### src/rtl/hse_pkg.sv
// hse_pkg: shared types and sizes for the heap sort engine
// depends on nothing; imported by hse_cell and heap_sort_engine
package hse_pkg;

    localparam int DEPTH = 64;
    localparam int DATA_W = 32;
    localparam int CNT_W = $clog2(DEPTH + 1);

    typedef logic signed [DATA_W-1:0] t_data;
    typedef logic [CNT_W-1:0] t_cnt;

    // per-cycle command broadcast to every cell of the chain
    typedef struct packed {
        logic insert;  // place the new value, shift larger ones right
        logic shift;   // drop cell 0, move every value one place left
    } t_cell_ctrl;

endpackage

### src/rtl/hse_cell.sv
// hse_cell: one storage cell of the sorting chain
// depends on hse_pkg; instantiated DEPTH times by heap_sort_engine
module hse_cell (
    input  logic               i_clk,
    input  hse_pkg::t_cell_ctrl i_ctrl,
    input  hse_pkg::t_data     i_new,
    input  logic               i_valid,
    input  hse_pkg::t_data     i_left_val,
    input  logic               i_left_gt,
    input  hse_pkg::t_data     i_right_val,
    output hse_pkg::t_data     o_val,
    output logic               o_gt
);
    import hse_pkg::*;

    t_data r_val;
    t_data n_val;

    // held value is larger than the value being inserted
    assign o_gt = i_valid && (r_val > i_new);
    assign o_val = r_val;

    always_comb begin
        n_val = r_val;
        if (i_ctrl.shift) begin
            n_val = i_right_val;
        end else if (i_ctrl.insert) begin
            if (i_left_gt) begin
                n_val = i_left_val;
            end else if (o_gt || !i_valid) begin
                n_val = i_new;
            end
        end
    end

    always_ff @(posedge i_clk) begin
        r_val <= n_val;
    end

endmodule
### config.mk
export PLATFORM = sky130hd
export DESIGN_NAME = hse_cell
export DESIGN_NICKNAME = d
export VERILOG_FILES = /design/src/rtl/hse_pkg.sv /design/src/rtl/hse_cell.sv
export SDC_FILE = /design/constraint.sdc
export NUM_CORES = 1
export LEC_CHECK = 0
export BUFFER_PORTS_ARGS = -buffer_cell sky130_fd_sc_hd__buf_2
export CORE_MARGIN = 3
export CORE_UTILIZATION = 45
export CTS_BUF_LIST = sky130_fd_sc_hd__clkbuf_4 sky130_fd_sc_hd__clkbuf_8 sky130_fd_sc_hd__clkbuf_16
export CTS_CLUSTER_SIZE = 28
export DETAILED_ROUTE_END_ITERATION = 8
export GPL_TIMING_DRIVEN = 0
export PLACE_DENSITY = 0.76
export SYNTH_ARGS = -nofsm -noshare
export SYNTH_HDL_FRONTEND = slang
export SYNTH_SLANG_ARGS = --single-unit
### constraint.sdc
create_clock -name i_clk -period 8.06 [get_ports i_clk]
set_input_delay 1.209 -clock i_clk [delete_from_list [all_inputs] [get_ports i_clk]]
set_output_delay 1.209 -clock i_clk [all_outputs]
set_load 0.005 [all_outputs]
# == After elaboration in Yosys (flattened, before gate mapping) ==
# Cells that the tools add are included.
# word_totals
input_bits,101
ram_bits,0
latch_bits,0
out_inout_bits,33
mem_bits_ro,0
ff_bits,32
memories,0
# classes
n_shift,0
div,0
multipliers,0
order_cmp,1
n_addsub,0
reduce_logical,6
bitwise,0
mux,4
n_eq_ne,0
# ops
cell,n
two-way mux 32 bit,4
greater-than comparator 32 bit,1
nonzero test 3 bit,1
AND reduction 2 bit,1
nonzero test 2 bit,1
logical AND 1 bit,1
logical NOT 1 bit,1
logical OR 1 bit,1

# == Logic depth before layout (Yosys ltp) ==
# logic_depth
word_depth,7
ltp_mapped,8

# == Worst setup path after synthesis ==
# OpenSTA, ideal clock, no wires.
# synth_timing
kind,in2out
startpoint,input port i_new[14]
endpoint,output port o_gt
arrival_ns,2.647
path_stages,8
setup_slack_ns,4.204
cell_sequence,inv_1 > ha_1 > a21oi_1 > nand2_1 > a221o_1 > o31a_1 > o2111ai_2 > o41ai_2
# synth_via
elab_chain_cells,2
# synth_lines
item,line,text
start: declaration,hse_cell.sv:6,"input hse_pkg::t_data i_new,"
greater-than comparator 32 bit,hse_cell.sv:20,assign o_gt = i_valid && (r_val > i_new);
logical AND 1 bit,hse_cell.sv:20,
end: declaration,hse_cell.sv:12,output logic o_gt
# No other way between the ends.

# == Worst setup path after layout ==
# layout_timing
startpoint,input port i_new[7]
endpoint,output port o_gt
# The elaborated chain is that of the path after synthesis.

==> metrics <==
outcome=finished clean; number of synthesized flops with an enable pin=32; layout cell share with drive strength beyond 1=0.3648; CTS Buffer Depth=2; Peak VDD IR=0.00007788 V; # rows=26; die extent in x=80.35 um; simple logic cell fraction of the synthesized area=0.1167; Post-Syn Instances=263; violation count after the first detailed-route iteration=96; Antenna diodes=0; fin crit share=0.5241; number of global-route vias before repair=2410; TritonCTS clock tree=yes; r2r startpoint=o_val[31]; Synth cell types=28; Largest register FFs=32; Met3 Routed Length=420 um; total grt overflow=0; Final Hold Violating Endpoints=0; clk_skew=0.006490 ns; CP Launch Type=primary input; clock latency on the worst-skew pair=0.28 ns; postcts setup bufs=0; min Tclk post-route=4.224 ns; Rel. slew slack=0.4324; Worst Min Path Start=i_right_val[29]; wl on met1=2.812 mm; largest net degree at the start of global routing=33; Initial Utilization=0.4749; power density over the cells=157.8 mW/mm^2; reg2reg setup slack=4.98 ns; Async SR Flop Fraction=0; DR top layer=met4; Slew Limit Fails=0; total negative slack=0 ns; delay of the slowest cell on the worst path=0.35 ns; post-cts resize count=0; Worst Setup End Kind=primary output; Die H=80.35 um; Core ar.=0.005238 sq mm; final setup vio count=0; cells along the critical path=buf_2 > inv_1 > ha_1 > a21oi_1 > o21ai_0 > a221o_1 > o31a_1 > o2111ai_2 > o41ai_2 > buf_2; first-pass GRT wire length=10.74 mm; initial antenna violation count=0; Root Buffer=clkbuf_8; H-tree levels=2; Tightest Hold Check Type=in -> reg; Via density=5.142; most frequent CP cell=buf_2; Synth Area in XOR/XNOR=0; Max Clk Rate=236.7 MHz; CP Class=in -> out; routed length on met2=3.339 mm; Yosys reg bits=32; worst path bufs/invs=3; multiplexer share of the synthesized area=0.1288; total CTS buffers=5; I/O Buffers=132; RD Place Congestion=0.7760; Max-cap violations=0; DRC viols=0; Warnings, synthesis=0; WL/cell=14.20 um; GR Util All Layers=0.2114; area of placed instances=0.003241 sq mm; antenna viol nets, final=0; NumNets Final=535; CP Launch Point=i_new[7]; largest family of logic cells by synthesized area=adder cells; CTS clock-pin slew for the worst setup and hold paths=0.07 ns; Adder-Cell Fraction of Synth Area=0.1610; vias=2432; CP top delay family=compound AO/OA/AOI/OAI gates; post-synthesis compound-gate area fraction=0.1393; CTS Sinks=32; Static Leak=1.757 nW; dpl hpwl=5.426 mm; First-pass DRT Iterations=4; Post-CTS Hold Buffers=0; RSZ-0062 raised after global routing=false; area of the die=0.006455 sq mm; WP data arrival=3.02 ns; Seq/Total Area, Yosys=0.3863; synthesized area per cell=9.458 sq um; syn_nets=396; IO Pins=134; actual slew at the worst max-slew pin=0.8505 ns; Critical-path top delay cell=o31a_1; cell area after layout=0.003328 sq mm; Area Overhead vs Synth=33.80%; critical path peak fanout=3; Routed WL=6.718 mm; ys flop type=edfxtp_1; critical path data required time=6.85 ns; Post-Syn Area=0.002487 sq mm
power by group:
part           internal (mW)  total, mW  switching, mW
Sequential             0.217      0.230         0.0132
Clock                 0.0669      0.127         0.0606
Combinational         0.0781      0.168         0.0898
Total                  0.362      0.525          0.164
routing by layer:
metal  up-vias  track usage
li1       1225            -
met4         0      0.06588
met3        14      0.04036
met1      1103       0.2593
met5         -            0
met2        90       0.3717
placed cells by master (no fill, tap or decap), types with 2 or more instances in the layout:
| cell | n |
|---|---|
| nand4_1 | 7 |
| clkbuf_4 | 2 |
| o211ai_1 | 2 |
| clkbuf_1 | 8 |
| ha_1 | 32 |
| o21ai_0 | 35 |
| clkbuf_8 | 5 |
| buf_2 | 135 |
| edfxtp_1 | 32 |
| nor2_1 | 5 |
| inv_1 | 33 |
| nand3_1 | 3 |
| a21oi_1 | 15 |
| mux2i_1 | 32 |
| nand2_1 | 40 |
worst register-to-register path: cells and delay by family, from the launching register on:
kind / cells / cell delay [ns]
AO/OA/AOI/OAI: 1 / 0.19
adder cells (fa/ha/maj): 1 / 0.43
flip-flops: 1 / 0.39
AND/OR/NAND/NOR: 5 / 1.54
metrics by stage:
step	power, mW	hold slack [ns]	setup WS, ns	std cells	util
finish	0.5253	1.203	3.836	473	0.6355
global route	0.5622	1.202	3.676	473	0.6355
CTS	0.5279	1.195	3.827	473	0.6355
detailed placement	0.4017	1.492	3.827	465	0.6187
global placement	0.3955	1.486	3.390	465	0.6178
floorplan	0.3232	1.396	4.204	263	-
kinds of logic after synthesis:
logic type | Yosys count
AOI/OAI and AO/OA | 60
adders and majority gates | 32
muxes | 32
and+or+nand+nor | 63
buffers and inverters | 44
DFF | 32
cell type report:
type,instances,area [sq um]
clock inverters,1,3.754
inverters,33,123.9
fillers,465,1909
repair buffers,132,660.6
flip-flops and latches,32,960.9
clock buffers,7,83.83
multi-input cells,187,1363
plain buffers,11,45.04
well taps,70,87.58
worst paths after layout:
path | to | depth (start not counted)
hold / removal | o_val[29] | 3
setup reg to reg | o_val[23] | 7
setup / recovery | o_gt | 10
hold reg to reg | o_val[30] | 5
Yosys cell counts, types with 3 or more instances:
master     n  area share
ha_1      32        0.16
edfxtp_1  32        0.39
clkbuf_1   8       0.012
buf_2      3      0.0060
a21oi_1   15       0.030
o21ai_0   35       0.070
nand3_1    4      0.0080
nand2_1   40       0.060
nor2_1     5      0.0075
nand4_1    7       0.018
mux2i_1   32        0.13
inv_1     33       0.050
(Power assumes the default switching activity.)
